==> config.mk <==
export PLATFORM = sky130hd
export DESIGN_NAME = lamp_frame_receiver_controller_unit
export DESIGN_NICKNAME = d
export VERILOG_FILES = /design/src/hdl/lfrc_pkg.sv /design/src/hdl/lamp_frame_receiver_controller_unit.sv /design/src/hdl/lfrc_eval.sv /design/src/hdl/lfrc_out_buf.sv
export SDC_FILE = /design/constraint.sdc
export NUM_CORES = 1
export LEC_CHECK = 0
export BUFFER_PORTS_ARGS = -buffer_cell sky130_fd_sc_hd__buf_2
export CORE_ASPECT_RATIO = 0.5
export CORE_MARGIN = 2
export CORE_UTILIZATION = 35
export CTS_CLUSTER_DIAMETER = 30
export DETAILED_ROUTE_END_ITERATION = 10
export PLACE_DENSITY = 0.53
export SETUP_SLACK_MARGIN = 0.5
export SYNTH_ARGS = -nofsm -noshare
export SYNTH_HDL_FRONTEND = slang
export SYNTH_HIERARCHICAL = 1
export SYNTH_SLANG_ARGS = --single-unit
==> constraint.sdc <==
create_clock -name clk -period 5.7 [get_ports clk]
set_input_delay 0.855 -clock clk [delete_from_list [all_inputs] [get_ports clk]]
set_output_delay 0.855 -clock clk [all_outputs]
set_load 0.05 [all_outputs]
==> src/hdl/lfrc_pkg.sv <==
// lfrc_pkg: shared types, constants and the check table of the lamp frame receiver
// no dependencies
package lfrc_pkg;

  localparam int FRAME_BYTES_DEF = 11;
  localparam int POS_W           = 4;
  localparam int CFG_IDX_W       = 3;

  localparam logic [7:0] HDR0          = 8'hC8;
  localparam logic [7:0] HDR1          = 8'h8B;
  localparam logic [7:0] SPECIAL_CHECK = 8'hD5;
  localparam logic [7:0] SPECIAL_CMD   = 8'h06;

  localparam logic [7:0] DAYTIME_DUTY_RST  = 8'd201;
  localparam logic [7:0] POSITION_DUTY_RST = 8'd47;
  localparam logic [7:0] TIMEOUT_TICKS_RST = 8'd200;

  typedef enum logic [CFG_IDX_W-1:0] {
    CFG_LAMP_SIDE     = 3'd0,
    CFG_DAYTIME_DUTY  = 3'd1,
    CFG_POSITION_DUTY = 3'd2,
    CFG_TIMEOUT_TICKS = 3'd3
  } cfg_idx_t;

  typedef enum logic {
    OP_BYTE = 1'b0,
    OP_TICK = 1'b1
  } op_t;

  typedef enum logic [2:0] {
    EV_NONE     = 3'd0,
    EV_APPLIED  = 3'd1,
    EV_SPECIAL  = 3'd2,
    EV_TIMEOUT  = 3'd3,
    EV_REJECTED = 3'd4
  } event_t;

  typedef struct packed {
    logic       lamp_side;
    logic [7:0] daytime_duty;
    logic [7:0] position_duty;
    logic [7:0] timeout_ticks;
  } cfg_t;

  typedef struct packed {
    logic       high_beam;
    logic       low_beam;
    logic       aux_lamp;
    logic       strip_mode;
    logic [7:0] pwm_duty;
  } lamps_t;

  typedef struct packed {
    logic [POS_W-1:0] frame_position;
    logic [7:0]       command_byte;
    logic [7:0]       turn_byte;
    logic [7:0]       tick_count;
    lamps_t           lamps;
  } state_t;

  typedef struct packed {
    lamps_t lamps;
    event_t ev;
  } result_t;

  // check word for each 6-bit lamp index
  function automatic logic [7:0] check_word(input logic [5:0] idx);
    logic [7:0] w;
    begin
      case (idx)
        6'd0:  w = 8'h4C; 6'd1:  w = 8'h9F; 6'd2:  w = 8'hED; 6'd3:  w = 8'h3E;
        6'd4:  w = 8'h9A; 6'd8:  w = 8'h27; 6'd12: w = 8'hF1; 6'd13: w = 8'hA0;
        6'd14: w = 8'hD2; 6'd15: w = 8'h01; 6'd16: w = 8'hB1; 6'd17: w = 8'h5D;
        6'd18: w = 8'h2F; 6'd19: w = 8'hFC; 6'd20: w = 8'h67; 6'd24: w = 8'hDA;
        6'd28: w = 8'h0C; 6'd29: w = 8'h62; 6'd30: w = 8'h10; 6'd31: w = 8'hC3;
        6'd32: w = 8'hFA; 6'd33: w = 8'hFE; 6'd34: w = 8'h8C; 6'd35: w = 8'h5F;
        6'd36: w = 8'h2C; 6'd40: w = 8'h91; 6'd41: w = 8'hEB; 6'd42: w = 8'h99;
        6'd43: w = 8'h4A; 6'd44: w = 8'h47; 6'd45: w = 8'hC1; 6'd46: w = 8'hB3;
        6'd47: w = 8'h60; 6'd48: w = 8'h07; 6'd49: w = 8'h3C; 6'd50: w = 8'h4E;
        6'd51: w = 8'h9D; 6'd52: w = 8'hD1; 6'd56: w = 8'h6C; 6'd60: w = 8'hBA;
        6'd61: w = 8'h03; 6'd62: w = 8'h71; 6'd63: w = 8'hA2;
        default: w = 8'h00;
      endcase
      return w;
    end
  endfunction

endpackage

==> src/hdl/lamp_frame_receiver_controller_unit.sv <==
// lamp_frame_receiver_controller_unit: top level of the lamp frame receiver
// depends on lfrc_pkg, lfrc_eval, lfrc_out_buf
// a word taken into the input register is evaluated combinationally and its
//   result word is registered in the output buffer, where it can be taken
// throughput: one word per cycle while the skid entry is free, set by the
//   single evaluation stage between the input and the result register
// reset (synchronous, rst_n low): frame search restarts, tick count cleared,
//   all lamps off with duty zero, registers back to side 0, duties 201 and 47,
//   timeout 200 ticks; buffered words are dropped
module lamp_frame_receiver_controller_unit import lfrc_pkg::*; #(
  parameter int FRAME_BYTES = FRAME_BYTES_DEF
) (
  input  logic                 clk,
  input  logic                 rst_n,
  // input channel
  input  logic                 in_valid,
  output logic                 in_stall,
  input  logic                 in_op,
  input  logic [7:0]           in_byte_value,
  // result channel
  output logic                 out_valid,
  input  logic                 out_stall,
  output logic                 out_high_beam,
  output logic                 out_low_beam,
  output logic                 out_aux_lamp,
  output logic                 out_strip_mode,
  output logic [7:0]           out_pwm_duty,
  output logic [2:0]           out_event_res,
  // register write port
  input  logic                 cfg_valid,
  output logic                 cfg_ready,
  input  logic [CFG_IDX_W-1:0] cfg_index,
  input  logic [7:0]           cfg_data
);

  // input register
  logic       s1_valid_r, s1_valid_nxt;
  op_t        s1_op_r;
  logic [7:0] s1_byte_r;

  // frame, tick and lamp state
  state_t state_r, state_nxt;
  cfg_t   cfg_r;

  event_t  ev;
  result_t res_word;
  result_t out_word;
  logic    buf_full;
  logic    fire;
  logic    in_take;

  // the input register stalls only while the skid entry is occupied
  assign in_stall = s1_valid_r && buf_full;
  assign in_take  = in_valid && !in_stall;
  assign fire     = s1_valid_r && !buf_full;

  always_comb begin
    s1_valid_nxt = s1_valid_r;
    if (in_take) begin
      s1_valid_nxt = 1'b1;
    end else if (fire) begin
      s1_valid_nxt = 1'b0;
    end
  end

  always_ff @(posedge clk) begin
    if (!rst_n) begin
      s1_valid_r <= 1'b0;
    end else begin
      s1_valid_r <= s1_valid_nxt;
    end
    if (in_take) begin
      s1_op_r   <= op_t'(in_op);
      s1_byte_r <= in_byte_value;
    end
  end

  // register writes are always taken at once
  assign cfg_ready = 1'b1;

  always_ff @(posedge clk) begin
    if (!rst_n) begin
      cfg_r.lamp_side     <= 1'b0;
      cfg_r.daytime_duty  <= DAYTIME_DUTY_RST;
      cfg_r.position_duty <= POSITION_DUTY_RST;
      cfg_r.timeout_ticks <= TIMEOUT_TICKS_RST;
    end else if (cfg_valid && cfg_ready) begin
      case (cfg_idx_t'(cfg_index))
        CFG_LAMP_SIDE:     cfg_r.lamp_side     <= cfg_data[0];
        CFG_DAYTIME_DUTY:  cfg_r.daytime_duty  <= cfg_data;
        CFG_POSITION_DUTY: cfg_r.position_duty <= cfg_data;
        CFG_TIMEOUT_TICKS: cfg_r.timeout_ticks <= cfg_data;
        default: ;  // indexes beyond the register list are ignored
      endcase
    end
  end

  // header search, byte capture, check table and lamp map
  lfrc_eval #(
    .FRAME_BYTES(FRAME_BYTES)
  ) u_eval (
    .state_cur (state_r),
    .cfg       (cfg_r),
    .op        (s1_op_r),
    .byte_value(s1_byte_r),
    .state_nxt (state_nxt),
    .ev        (ev)
  );

  // state moves on only when the word is actually evaluated
  always_ff @(posedge clk) begin
    if (!rst_n) begin
      state_r <= '0;
    end else if (fire) begin
      state_r <= state_nxt;
    end
  end

  // every word yields the lamp state after it plus its event code
  assign res_word.lamps = state_nxt.lamps;
  assign res_word.ev    = ev;

  lfrc_out_buf u_out_buf (
    .clk     (clk),
    .rst_n   (rst_n),
    .wr_en   (fire),
    .wr_word (res_word),
    .full    (buf_full),
    .rd_valid(out_valid),
    .rd_word (out_word),
    .rd_stall(out_stall)
  );

  assign out_high_beam  = out_word.lamps.high_beam;
  assign out_low_beam   = out_word.lamps.low_beam;
  assign out_aux_lamp   = out_word.lamps.aux_lamp;
  assign out_strip_mode = out_word.lamps.strip_mode;
  assign out_pwm_duty   = out_word.lamps.pwm_duty;
  assign out_event_res  = out_word.ev;

endmodule

==> src/hdl/lfrc_eval.sv <==
// lfrc_eval: next state and result word for one byte or tick
// depends on lfrc_pkg
module lfrc_eval import lfrc_pkg::*; #(
  parameter int FRAME_BYTES = FRAME_BYTES_DEF
) (
  input  state_t     state_cur,
  input  cfg_t       cfg,
  input  op_t        op,
  input  logic [7:0] byte_value,
  output state_t     state_nxt,
  output event_t     ev
);

  localparam logic [POS_W-1:0] LAST_POS = POS_W'(FRAME_BYTES - 1);
  localparam logic [POS_W-1:0] POS_CMD  = POS_W'(2);
  localparam logic [POS_W-1:0] POS_TURN = POS_W'(3);

  logic [7:0] tick_inc;
  logic [7:0] cmd_eff;
  logic [7:0] turn_eff;
  logic [5:0] idx;
  logic [3:0] sel;
  logic       own_turn;
  logic       is_special;
  logic       check_ok;
  logic [POS_W-1:0] p;

  assign p        = state_cur.frame_position;
  assign tick_inc = state_cur.tick_count + 8'd1;
  // command/turn as they stand once this byte is stored
  assign cmd_eff  = (p == POS_CMD)  ? byte_value : state_cur.command_byte;
  assign turn_eff = (p == POS_TURN) ? byte_value : state_cur.turn_byte;
  assign idx      = {cmd_eff[2], cmd_eff[3], cmd_eff[4], cmd_eff[5], turn_eff[5], turn_eff[6]};
  assign sel      = {cmd_eff[5], cmd_eff[4], cmd_eff[3], cmd_eff[2]};
  assign own_turn = cfg.lamp_side ? turn_eff[5] : turn_eff[6];
  assign is_special = (cmd_eff == SPECIAL_CMD) && (byte_value == SPECIAL_CHECK);
  assign check_ok   = (byte_value == check_word(idx));

  always_comb begin
    state_nxt = state_cur;
    ev        = EV_NONE;
    if (op == OP_TICK) begin
      state_nxt.tick_count = tick_inc;
      if (tick_inc >= cfg.timeout_ticks) begin
        state_nxt.tick_count       = 8'd0;
        state_nxt.lamps.aux_lamp   = 1'b1;
        state_nxt.lamps.high_beam  = 1'b0;
        state_nxt.lamps.low_beam   = 1'b1;
        state_nxt.lamps.strip_mode = 1'b1;
        state_nxt.lamps.pwm_duty   = cfg.position_duty;
        ev = EV_TIMEOUT;
      end
    end else if (p > LAST_POS) begin
      state_nxt.frame_position = '0;
    end else if (p == '0) begin
      state_nxt.frame_position = (byte_value == HDR0) ? POS_W'(1) : '0;
    end else if (p == POS_W'(1)) begin
      state_nxt.frame_position = (byte_value == HDR1) ? POS_W'(2) : '0;
    end else begin
      state_nxt.command_byte = cmd_eff;
      state_nxt.turn_byte    = turn_eff;
      if (p == LAST_POS) begin
        state_nxt.frame_position = '0;
        if (is_special) begin
          state_nxt.lamps.aux_lamp   = 1'b1;
          state_nxt.lamps.low_beam   = 1'b0;
          state_nxt.lamps.high_beam  = 1'b0;
          state_nxt.lamps.strip_mode = 1'b1;
          state_nxt.lamps.pwm_duty   = cfg.position_duty;
          state_nxt.tick_count       = 8'd0;
          ev = EV_SPECIAL;
        end else if (!check_ok) begin
          ev = EV_REJECTED;
        end else begin
          state_nxt.tick_count     = 8'd0;
          state_nxt.lamps.aux_lamp = cmd_eff[2];
          case (sel)
            4'd0, 4'd4, 4'd6, 4'd8, 4'd12, 4'd13: begin
              state_nxt.lamps.pwm_duty = 8'd0;
            end
            4'd1, 4'd5, 4'd7, 4'd9, 4'd14, 4'd15: begin
              state_nxt.lamps.strip_mode = 1'b1;
              state_nxt.lamps.pwm_duty   = cfg.position_duty;
            end
            default: begin
              state_nxt.lamps.strip_mode = 1'b0;
              state_nxt.lamps.pwm_duty   = own_turn ? 8'd0 : cfg.daytime_duty;
            end
          endcase
          state_nxt.lamps.low_beam  = (sel inside {[4'd4:4'd7]}) || (sel >= 4'd12);
          state_nxt.lamps.high_beam = (sel == 4'd8) || (sel >= 4'd12);
          ev = EV_APPLIED;
        end
      end else begin
        state_nxt.frame_position = p + POS_W'(1);
      end
    end
  end

endmodule

==> src/hdl/lfrc_out_buf.sv <==
// lfrc_out_buf: result register with a skid entry behind it
// depends on lfrc_pkg
module lfrc_out_buf import lfrc_pkg::*; (
  input  logic    clk,
  input  logic    rst_n,
  input  logic    wr_en,
  input  result_t wr_word,
  output logic    full,
  output logic    rd_valid,
  output result_t rd_word,
  input  logic    rd_stall
);

  logic    o_valid_r, o_valid_nxt;
  logic    sk_valid_r, sk_valid_nxt;
  result_t o_word_r, o_word_nxt;
  result_t sk_word_r, sk_word_nxt;

  always_comb begin
    o_valid_nxt  = o_valid_r;
    sk_valid_nxt = sk_valid_r;
    o_word_nxt   = o_word_r;
    sk_word_nxt  = sk_word_r;
    if (sk_valid_r) begin
      if (!rd_stall) begin
        o_word_nxt   = sk_word_r;
        sk_valid_nxt = 1'b0;
      end
    end else if (wr_en) begin
      if (o_valid_r && rd_stall) begin
        sk_word_nxt  = wr_word;
        sk_valid_nxt = 1'b1;
      end else begin
        o_word_nxt  = wr_word;
        o_valid_nxt = 1'b1;
      end
    end else if (o_valid_r && !rd_stall) begin
      o_valid_nxt = 1'b0;
    end
  end

  always_ff @(posedge clk) begin
    if (!rst_n) begin
      o_valid_r  <= 1'b0;
      sk_valid_r <= 1'b0;
    end else begin
      o_valid_r  <= o_valid_nxt;
      sk_valid_r <= sk_valid_nxt;
    end
    o_word_r  <= o_word_nxt;
    sk_word_r <= sk_word_nxt;
  end

  assign full     = sk_valid_r;
  assign rd_valid = o_valid_r;
  assign rd_word  = o_word_r;

endmodule
# After elaboration in Yosys (flattened, before gate mapping)
# Memories as Yosys holds them, arrays and structs flattened.
# Cells that the tools add are included.
word_totals:
  ff_bits: 106
  mem_bits_ro: 512
  input_bits: 25
  out_inout_bits: 18
  word_cells: 147
  memories: 1
memory_table:
  columns: ["name", "depth", "width", "read_ports", "rd_ports_with_merged_regs", "write_ports", "line", "source"]
  rows:
  - ["(no name shown)", 64, 8, 1, 0, 0, "lfrc_pkg.sv:70", "case (idx)"]
op_classes:
  n_addsub: 2
  n_lt_le_gt_ge: 5
  eq_ne: 29
  n_mux: 41
  bitwise_logic: 5
  reduce_logical: 33
ops:
  columns: ["operator", "n"]
  rows:
  - ["two-way mux 20 bit", 8]
  - ["two-way mux 15 bit", 4]
  - ["== test 4 bit (second input constant)", 7]
  - ["== test 8 bit (second input constant)", 3]
  - ["two-way mux 3 bit", 7]
  - ["== test 4 x 3 -> 1 bit (second input constant)", 4]
  - ["two-way mux 4 bit", 4]
  - ["two-way mux 8 bit", 2]
  - ["case mux 8 bit (2 select lines)", 1]
  - ["AND reduction 6 bit", 2]
  - ["OR reduction 6 bit", 2]
  - ["two-way mux 1 bit", 11]
  - ["inequality test 2 bit (second input constant)", 5]
  - ["AND reduction 2 bit", 5]
  - ["AND reduction 3 bit", 3]
  - ["adder 8 x 1 -> 8 bit (second input constant)", 1]
  - ["== test 4 x 1 -> 1 bit (second input constant)", 2]
  - ["== test 4 x 2 -> 1 bit (second input constant)", 2]
  - ["== test 8 x 3 -> 1 bit (second input constant)", 1]
  - ["== test 8 bit", 1]
  - ["greater-or-equal comparator 8 bit", 1]
  - ["zero test 4 bit", 2]
  - ["nonzero test 2 bit", 4]
  - ["logical AND 1 bit", 7]
  - ["other kinds (17)", 26]

# Longest topological paths before layout
# Gate-level depths: netlist of the first run.
logic_depth:
  depth_word: 15
  mapped_depth: 19
  mapped_depth_nobuf: 16

# Hierarchy
# The synthesis of the first run kept the hierarchy.
modules_own_cells:
  columns: ["mod", "n_inst", "cells_per_inst", "area_per_inst_um2", "seq_area_each_um2"]
  rows:
  - ["lamp_frame_receiver_controller_unit", 1, 285, 2753.9, 1591.5]
  - ["lfrc_eval", 1, 388, 2671.3, 0.0]
  - ["lfrc_out_buf", 1, 58, 1242.4, 940.9]

# Worst setup path before layout of the first run
# No wires, ideal clock.
synth_path:
  kind: "register -> register"
  from: "register state_r[38] (netlist bit)"
  to: "register u_out_buf.o_word_r, in the netlist u_out_buf/rd_word[3], data pin"
  setup_ns: 0.260
  t_arrival_ns: 4.096
  required_ns: 5.440
  path_slack_ns: 1.343
  stages_incl_launch_ff: 18
  path_buffers: 2
  synth_period_minus_slack_ns: 4.357
  cell_sequence: "dfxtp_1 -> buf_6 -> and4bb_2 -> mux2_2 -> inv_1 -> ha_1 -> clkbuf_1 -> nand2_1 -> mux2i_1 -> o21ai_0 -> a32o_1 -> a211oi_1 -> o2111ai_1 -> nor4_4 -> nor2_2 -> o21a_1 -> a221o_1 -> mux2_4"
synth_rtl:
  columns: ["element", "line", "source"]
  rows:
  - ["start, declared", "lamp_frame_receiver_controller_unit.sv:42", "state_t state_r, state_nxt;"]
  - ["start signal, assigned", "lamp_frame_receiver_controller_unit.sv:115", "state_r <= state_nxt;"]
  - ["end signal, assigned", "lfrc_out_buf.sv:50", "o_word_r <= o_word_nxt;"]
  - ["end, declared", "lfrc_out_buf.sv:16", "result_t o_word_r, o_word_nxt;"]

==> reports/summary.txt, run 1 <==
Worst setup slack after placement = 703 ps
# nets final = 761
Number of placed instances, taps included = 938
Number of max-slew violations in the final report = 0
Proportion of layout cells with a drive suffix above 1 = 17.0%
Min Tclk post-route = 4980 ps
Placed wire-length estimate = 11000 um
CP Capture Type = flip-flop
Count of cells along the worst hold path = 2
Met2 Wirelength = 6900 um
Number of global-route vias before repair = 4808
Mean area per synthesized cell = 9.12 um^2
Max clock buf depth = 2
Buffers added on ports = 41
Row cnt = 34
Routed wire length = 16000 um
Maximum fanout along the worst path = 15
GPL Wtd Cong = 0.855
Overall Power = 1.52 mW
Most used cells in the layout excluding fill and tap cells = sky130_fd_sc_hd__nand2_1, sky130_fd_sc_hd__dfxtp_1, sky130_fd_sc_hd__buf_2, sky130_fd_sc_hd__edfxtp_1, sky130_fd_sc_hd__nor2_1
Highest metal used = met4
Core Area = 17600 um^2
Number of ports placed on the die boundary = 43
Final cell count without fillers = 957
Final ANT Viol Nets = 0
Worst Hold Endpoint = state_r[1]
Total via count in the routed design = 5200
Count of max-cap constraint violations = 0
Area growth from synthesis to layout = 10.3%
Width of the die = 195 um
Clock H-tree levels = 3
Slew HR = 24.1%
Peak supply drop = 0.134 mV
Fmax = 201 MHz
Min setup slack post-route = 719 ps
Vias per inst = 5.43
Endpoints failing hold = 0
Type of the worst setup path = reg -> reg
Share of the cycle needed by the critical path after routing = 87.4%
Sum of met3 wire segment lengths after detailed routing = 752 um
Mapped Cells = 701
Worst reg2reg path endpoint = u_out_buf/rd_word[4]
Vertical extent of the die = 99.5 um
Antenna violations before repair = 0
Initial core utilization = 36.3%
Number of sinks handled by clock tree synthesis = 101
Grt total ovfl = 0
Total power per unit cell area = 215 nW/um^2
Wire length of the first global-routing pass = 25800 um
CTS clock-pin slew for the worst setup and hold paths = 80 ps
Dpl cell area = 6680 um^2
Start point of the worst min-delay path = state_r[1]
Post-route setup TNS = 0 ps
Element type at the critical path start = flip-flop
Post-route DRC = 0
Setup Skew = 16.1 ps
Result of the run = finished, final reports clean
Count of yosys warnings during synthesis = 6
Total non-filler cell area in the finished layout = 7050 um^2
Pleak = 2.61 nW
Syn Nets = 744
Largest net degree at the start of global routing = 72
Diode count = 0
Number of cells traversed by the worst register-to-register path = 13
CP Data Arrival Time = 5090 ps
Total of endpoints with negative setup slack in the final report = 0
Die Footprint = 19400 um^2
Required time worst endpoint = 5810 ps
Clk_lat worst skew = 360 ps
Commonest non-fill, non-tap cell in the layout = sky130_fd_sc_hd__nand2_1
Pre-antenna DRT Iters = 5
Initial drt markers = 365
Class of the most critical hold timing path = reg -> reg
Startpoint of the worst register-to-register path = state_r[39]
Overall global routing resource usage = 16.6%
Clock tree from TritonCTS = done
Root Buffer = sky130_fd_sc_hd__clkbuf_16
Reg2reg setup slack = 720 ps
Netlist Area Pre-Place = 6390 um^2
Clock buffer count from CTS = 9
Worst Tran Pin Value = 1130 ps
Detailed-route wire length on metal 1 = 8100 um
Average wire length per cell after detail routing = 16.7 um
RSZ-0062 raised after global routing = no
## state kept, by name, indices dropped and copies added, names as in the netlist
| signal | count |
|---|---|
| cfg_r | 25 |
| s1_byte_r | 8 |
| s1_op_r | 1 |
| s1_valid_r | 1 |
| state_r | 34 |
| u_out_buf/full | 1 |
| u_out_buf/rd_valid | 1 |
| u_out_buf/rd_word | 15 |
| u_out_buf/sk_word_r | 15 |
## how the worst max path moves through the flow
stage	from	to	slack (ps)	cells after the start
2_1_floorplan	state_r[38]	u_out_buf/rd_word[3]	1340	17
3_3_place_gp	state_r[39]	u_out_buf/rd_word[6]	820	15
3_5_place_dp	state_r[39]	u_out_buf/rd_word[6]	700	14
4_1_cts	state_r[39]	u_out_buf/rd_word[4]	680	15
5_1_grt	state_r[39]	u_out_buf/rd_word[7]	530	13
6_report	state_r[39]	u_out_buf/rd_word[4]	720	13
## final cells by class
cell class / instances / area [um^2]
clock buffers: 9 / 225
fillers: 1779 / 10600
well taps: 234 / 293
clock inverters: 7 / 86.3
inverters: 24 / 95.1
repair buffers: 54 / 303
flip-flops and latches: 101 / 2410
multi-input cells: 528 / 3630
## repair_timing
action / in CTS / in global routing
hold endpoints to repair: 0 / 0
hold buffers: 0 / 0
endpoints found under the setup margin: 0 / 20
gates resized for setup: 0 / 5
setup buffers: 0 / 2
## critical path, stage by stage (launching register included)
cell and delay (ps):
sky130_fd_sc_hd__dfxtp_1 440, sky130_fd_sc_hd__or4b_1 890, sky130_fd_sc_hd__mux2i_4 360, sky130_fd_sc_hd__inv_2 250, sky130_fd_sc_hd__ha_1 280, sky130_fd_sc_hd__a211oi_1 110
sky130_fd_sc_hd__a32o_1 220, sky130_fd_sc_hd__a211oi_1 260, sky130_fd_sc_hd__o2111ai_2 260, sky130_fd_sc_hd__nor4_4 530, sky130_fd_sc_hd__nor2_2 100, sky130_fd_sc_hd__o21a_1 310
sky130_fd_sc_hd__a221o_1 430, sky130_fd_sc_hd__mux2_4 270
## metrics by stage
step	utilization [%]	hold slack (ps)
6_report	40.0	458
4_1_cts	39.7	461
2_1_floorplan	-	432
5_1_grt	40.0	483
3_5_place_dp	37.9	449
3_3_place_gp	37.9	444
## layer usage
layer / vias up / track usage [%]
li1: 2558 / -
met5: - / 0
met1: 2474 / 23.3
met4: 0 / 5.11
met3: 25 / 2.95
met2: 143 / 26.2
## power breakdown
part	total (mW)	internal [mW]	leakage, nW	switching (mW)
Clock	0.628	0.315	0.151	0.313
Sequential	0.779	0.763	0.876	0.0155
Combinational	0.112	0.0374	1.58	0.0744
Total	1.52	1.12	2.61	0.403
Note: power is estimated with default switching activity, not from simulation.
==> run 2, diff against run 1 <==
Settings changed: CORE_ASPECT_RATIO 0.5 to not set, CTS_BUF_LIST set to sky130_fd_sc_hd__clkbuf_8.
==> reports/summary.txt, run 2 (same netlist as run 1, synthesis figures left out) <==
Result of the run = finished, final reports clean
Overall global routing resource usage = 16.7% (+0.064 points)
Sequential share of power = 54.6% (+3.3 points)
Detailed-route wire length on metal 1 = 7600 um (-6.3%)
Width of the die = 139 um (-29%)
GPL Wtd Cong = 0.870 (+1.8%)
Clock H-tree levels = 3 (unchanged)
Number of global-route vias before repair = 4892 (+1.7%)
Element type at the critical path start = flip-flop
NetSw = 365 uW (-9.5%)
Pleak = 2.59 nW (-0.71%)
Reg2reg setup slack = 820 ps (+100 ps)
Type of the worst setup path = reg -> reg
Average wire length per cell after detail routing = 17.0 um (+1.8%)
Power share of the combinational group = 7.9% (+0.5 points)
Number of cells traversed by the worst register-to-register path = 15 (+2)
# nets final = 764 (+0.39%)
Vertical extent of the die = 139 um (+40%)
Total via count in the routed design = 5169 (-0.60%)
Vias per inst = 5.41 (-0.49%)
Cell type group with the largest total delay on the critical path = compound AO/OA/AOI/OAI gates
Number of max-slew violations in the final report = 0 (unchanged)
Critical Path Most Common Cell = sky130_fd_sc_hd__a21oi_1
Area growth from synthesis to layout = 9.26%
Biggest cell delay along the critical path = 550 ps (-340 ps)
Total power per unit cell area = 204 nW/um^2 (-5.3%)
Sum of met3 wire segment lengths after detailed routing = 780 um (+3.7%)
Top reg by flops = state_r
CP Data Arrival Time = 5040 ps (-50 ps)
Final ANT Viol Nets = 0 (unchanged)
Highest metal used = met4
Share of the cycle needed by the critical path after routing = 85.6% (-1.8 points)
Peak supply drop = 0.153 mV (+14%)
Top Registers = state_r: 34 flops, cfg_r: 25 flops
Wire length of the first global-routing pass = 26300 um (+1.9%)
CP Capture Type = flip-flop
Launch point of the worst path = state_r[39]
Clk_lat worst skew = 390 ps (+30 ps)
Root Buffer = sky130_fd_sc_hd__clkbuf_8
Count of cell instances traversed by the critical path = 15 (+2)
Min setup slack post-route = 819 ps (+100 ps)
Slew HR = 38.0% (+14 points)
Min Tclk post-route = 4880 ps (-100 ps)
Cell with the largest stage delay on the worst path = sky130_fd_sc_hd__a211oi_1
Layout Utilization = 38.9% (-1.2 points)
Worst setup slack after placement = 691 ps (-11.3 ps)
Worst reg2reg path endpoint = u_out_buf/rd_word[7]
Met2 Wirelength = 7670 um (+11%)
Row cnt = 49 (+44%)
Class of the most critical hold timing path = reg -> reg
Initial drt markers = 479 (+31%)
Max reg flops = 34 (unchanged)
Clock buffer count from CTS = 9 (unchanged)
Core Area = 18000 um^2 (+2.0%)
Max clock buf depth = 2 (unchanged)
Endpoints failing hold = 0 (unchanged)
Total of endpoints with negative setup slack in the final report = 0 (unchanged)
Required time worst endpoint = 5860 ps (+50 ps)
Count of max-cap constraint violations = 0 (unchanged)
RSZ-0062 raised after global routing = no
Number of sinks handled by clock tree synthesis = 101 (unchanged)
Fmax = 205 MHz (+2.1%)
Count of hold-fix buffers inserted at cts = 0 (unchanged)
Largest net degree at the start of global routing = 72 (unchanged)
Initial core utilization = 35.6% (-0.71 points)
Post-route setup TNS = 0 ps (unchanged)
Buffers added on ports = 41 (unchanged)
Pre-antenna DRT Iters = 5 (unchanged)
Number of ports placed on the die boundary = 43 (unchanged)
Placed wire-length estimate = 11500 um (+4.8%)
Worst path cell trace = and4bb_2, mux2_2, inv_1, ha_4, nor2b_1, o21ai_0, a21oi_1, o32a_1, a21oi_1, o2111ai_1, nor4_4, a211oi_1, and2b_1, a221o_1, mux2_4
Routed wire length = 16200 um (+1.7%)
Part of the total power dissipated in the clock network = 37.6% (-3.7 points)
WP buf/inv = 1 (unchanged)
Last element of the critical path = u_out_buf/rd_word[7]
Internal power contribution = 1.06 mW (-5.0%)
Antenna violations before repair = 0 (unchanged)
Grt total ovfl = 0 (unchanged)
CTS clock-pin slew for the worst setup and hold paths = 120 ps (+40 ps)
Post-route DRC = 0 (unchanged)
Switch share = 25.6% (-0.95 points)
Proportion of layout cells with a drive suffix above 1 = 16.9% (-0.070 points)
Setup Skew = 18.2 ps (+2.13 ps)
Die Footprint = 19400 um^2 (-0.34%)
Clock tree from TritonCTS = done
Maximum fanout along the worst path = 15 (unchanged)
Commonest non-fill, non-tap cell in the layout = sky130_fd_sc_hd__nand2_1
Most used cells in the layout excluding fill and tap cells = sky130_fd_sc_hd__nand2_1, sky130_fd_sc_hd__dfxtp_1, sky130_fd_sc_hd__buf_2, sky130_fd_sc_hd__edfxtp_1, sky130_fd_sc_hd__nor2_1
Worst Tran Pin Value = 922 ps (-207 ps)
Startpoint of the worst register-to-register path = state_r[39]
run 2: cell types whose count changed in the layout (fill, tap and decap cells not counted), moves of 2 or more:
cell	before	now
sky130_fd_sc_hd__bufinv_16	0	2
sky130_fd_sc_hd__buf_4	13	16
sky130_fd_sc_hd__clkbuf_8	0	9
sky130_fd_sc_hd__clkbuf_16	9	0
sky130_fd_sc_hd__clkinv_8	3	1
run 2: stage by stage:
| stage | area, um^2 | std cells | hold WS [ps] | power (mW) |
|---|---|---|---|---|
| 2_1_floorplan | 6390 | 701 | 432 | 0.875 |
| 3_3_place_gp | 6710 | 937 | 440 | 0.905 |
| 3_5_place_dp | 6710 | 937 | 452 | 0.906 |
| 4_1_cts | 6950 | 953 | 469 | 1.45 |
| 5_1_grt | 6980 | 955 | 490 | 1.49 |
| 6_report | 6980 | 956 | 467 | 1.42 |
run 2: repair_timing:
item / 4_1_cts / 5_1_grt
gates resized for setup: 0 / 2
buffers inserted: 0 / 1
endpoints found under the setup margin: 0 / 10
run 2: area by class of cell:
class,instances,area (um^2)
diodes,1,2.50
clock buffers,9,124
clock inverters,7,116
fillers,1768,11000
inverters,24,91.3
multi-input cells,528,3620
flip-flops and latches,101,2410
well taps,229,287
repair buffers,57,325
run 2: power by group through the flow:
stage | registers [mW] | clock network, mW | logic [mW]
final | 0.778 | 0.535 | 0.112
after global routing | 0.780 | 0.588 | 0.123
after CTS | 0.778 | 0.558 | 0.112
after detailed placement | 0.795 | 0 | 0.112
after global placement | 0.794 | 0 | 0.110
after floorplan | 0.806 | 0 | 0.0693
run 2: worst min-delay path by stage:
stage | startpoint | end | slack, ps | cells after the start
after floorplan | cfg_r[12] | cfg_r[12] | 430 | 2
after global placement | state_r[4] | state_r[4] | 440 | 2
after detailed placement | cfg_r[8] | cfg_r[8] | 450 | 2
after CTS | state_r[4] | state_r[4] | 470 | 2
after global routing | cfg_r[8] | cfg_r[8] | 490 | 2
final | state_r[2] | state_r[2] | 470 | 2
run 2: per-layer routing:
layer  GRT usage (%)  up-vias
met5               0        -
met4            5.00        0
met3            3.28       14
met2            27.0      115
met1            22.7     2477
li1                -     2563
run 2: tightest hold or removal path, stage by stage (launching register included):
cell                       delay [ps]
sky130_fd_sc_hd__dfxtp_1          330
sky130_fd_sc_hd__nand2_1           50
sky130_fd_sc_hd__a21boi_1          50
==> run 3, diff against run 2 <==
Settings changed: CELL_PAD_IN_SITES_DETAIL_PLACEMENT set to 0, CELL_PAD_IN_SITES_GLOBAL_PLACEMENT set to 1, PLACE_DENSITY 0.53 to 0.64.
==> reports/summary.txt, run 3 (same netlist as run 1, synthesis figures left out) <==
Result of the run = finished, final reports clean
CP Capture Type = flip-flop
Vias per inst = 5.33 (-1.4%)
Most used cells in the layout excluding fill and tap cells = sky130_fd_sc_hd__nand2_1, sky130_fd_sc_hd__dfxtp_1, sky130_fd_sc_hd__buf_2, sky130_fd_sc_hd__edfxtp_1, sky130_fd_sc_hd__nor2_1
Final ANT Viol Nets = 0 (unchanged)
Top reg by flops = state_r
Required time worst endpoint = 5860 ps (about the same)
Worst path cell trace = and4bb_2, mux2_2, inv_1, ha_2, nand2_1, mux2i_1, o21ai_0, a32o_1, a211oi_1, o2111ai_1, nor4_4, nor2_2, o21a_1, a221o_1, mux2_4
Number of sinks handled by clock tree synthesis = 101 (unchanged)
Peak supply drop = 0.116 mV (-24%)
Cell with the largest stage delay on the worst path = sky130_fd_sc_hd__nor4_4
GR met1 Demand/Resource = 23.6% (+0.88 points)
Met2 Track Usage GR = 26.3% (-0.70 points)
Maximum fanout along the worst path = 15 (unchanged)
Buffers added on ports = 41 (unchanged)
Width of the die = 139 um (unchanged)
Antenna violations before repair = 0 (unchanged)
Setup Skew = 16.9 ps (-1.31 ps)
Overall global routing resource usage = 16.9% (+0.16 points)
Type of the worst setup path = reg -> reg
Wire length of the first global-routing pass = 26400 um (+0.58%)
Core Area = 18000 um^2 (unchanged)
Pre-antenna DRT Iters = 4 (-1)
Post-route setup TNS = 0 ps (unchanged)
Area growth from synthesis to layout = 8.28%
Routed wire length = 16200 um (-0.31%)
Worst setup slack after placement = 725 ps (+33.3 ps)
Biggest cell delay along the critical path = 470 ps (-80 ps)
Share of the cycle needed by the critical path after routing = 85.1% (-0.55 points)
Clock buffer count from CTS = 9 (unchanged)
Slew HR = 32.0% (-6.0 points)
Die Footprint = 19400 um^2 (unchanged)
Min setup slack post-route = 851 ps (+31.3 ps)
Clock tree from TritonCTS = done
Commonest non-fill, non-tap cell in the layout = sky130_fd_sc_hd__nand2_1
Met3 global-route usage = 3.49% (+0.21 points)
Proportion of layout cells with a drive suffix above 1 = 16.7% (-0.21 points)
Max clock buf depth = 2 (unchanged)
Clock H-tree levels = 3 (unchanged)
Grt total ovfl = 0 (unchanged)
Largest net degree at the start of global routing = 72 (unchanged)
Min Tclk post-route = 4850 ps (-31.3 ps)
Max reg flops = 34 (unchanged)
Pleak = 2.57 nW (-0.93%)
Number of max-slew violations in the final report = 0 (unchanged)
Total of endpoints with negative setup slack in the final report = 0 (unchanged)
Clk_lat worst skew = 390 ps (about the same)
Total via count in the routed design = 5082 (-1.7%)
Placed wire-length estimate = 11500 um (-0.27%)
# nets final = 761 (-0.39%)
Class of the most critical hold timing path = reg -> reg
Number of global-route vias before repair = 4781 (-2.3%)
GPL Wtd Cong = 0.859 (-1.3%)
GRT busiest layer = met2
Initial core utilization = 35.6% (unchanged)
CTS clock-pin slew for the worst setup and hold paths = 120 ps (about the same)
Initial drt markers = 328 (-32%)
Top Registers = state_r: 34 flops, cfg_r: 25 flops
Fmax = 206 MHz (+0.65%)
Count of max-cap constraint violations = 0 (unchanged)
CP Data Arrival Time = 5010 ps (-30 ps)
Worst Tran Pin Value = 1010 ps (+88.8 ps)
Element type at the critical path start = flip-flop
Vertical extent of the die = 139 um (unchanged)
Overall Power = 1.36 mW (-4.6%)
Fillers = 1806 (+2.1%)
Row cnt = 49 (unchanged)
Root Buffer = sky130_fd_sc_hd__clkbuf_8
Layout Utilization = 38.5% (-0.35 points)
Average wire length per cell after detail routing = 17.0 um (about the same)
Total power per unit cell area = 197 nW/um^2 (-3.7%)
Number of ports placed on the die boundary = 43 (unchanged)
RSZ-0062 raised after global routing = no
Post-route DRC = 0 (unchanged)
Endpoints failing hold = 0 (unchanged)
[run 3: worst paths after layout]
kind	slack, ps	endpoint	cells past startpoint	startpoint
setup / recovery	850	u_out_buf/rd_word[3]	15	state_r[39]
setup reg to reg	850	u_out_buf/rd_word[3]	15	state_r[39]
hold / removal	460	state_r[4]	2	state_r[4]
hold reg to reg	460	state_r[4]	2	state_r[4]
[run 3: metrics by stage]
step | instances | cell area (um^2) | hold slack (ps)
floorplan | 701 | 6390 | 432
global placement | 934 | 6680 | 441
detailed placement | 934 | 6680 | 450
CTS | 950 | 6890 | 466
global route | 952 | 6920 | 497
finish | 953 | 6920 | 463
[run 3: routing by layer]
layer | share of wire (%) | wire (um)
met3 | 4.6 | 742
met1 | 49 | 7860
met2 | 45 | 7340
met4 | 1.5 | 246
met5 | 0 | 0
[run 3: cell type report]
type	count	area (um^2)	share of cell area, %
well taps	229	287	4.14
flip-flops and latches	101	2410	34.9
inverters	24	91.3	1.32
multi-input cells	527	3610	52.1
repair buffers	55	310	4.48
clock buffers	9	124	1.79
diodes	1	2.50	0.0362
clock inverters	7	86.3	1.25
[run 3: report_power, final]
part | internal, mW | switching [mW]
combinational | 0.0376 | 0.0722
sequential | 0.764 | 0.0164
clock | 0.179 | 0.291
[run 3: timing repair]
item / CTS / global route
hold buffers: 0 / 0
resized for setup: 0 / 2
buffers inserted: 0 / 2
endpoints found under the setup margin: 0 / 10
[run 3: critical path: cells and delay by family, from the launching register on]
kind                     cells  cell delay (ps)
AO/OA/AOI/OAI                6             1550
multiplexers                 3              930
adder cells (fa/ha/maj)      1              410
buffers and inverters        1              230
flip-flops                   1              450
AND/OR/NAND/NOR              4             1050
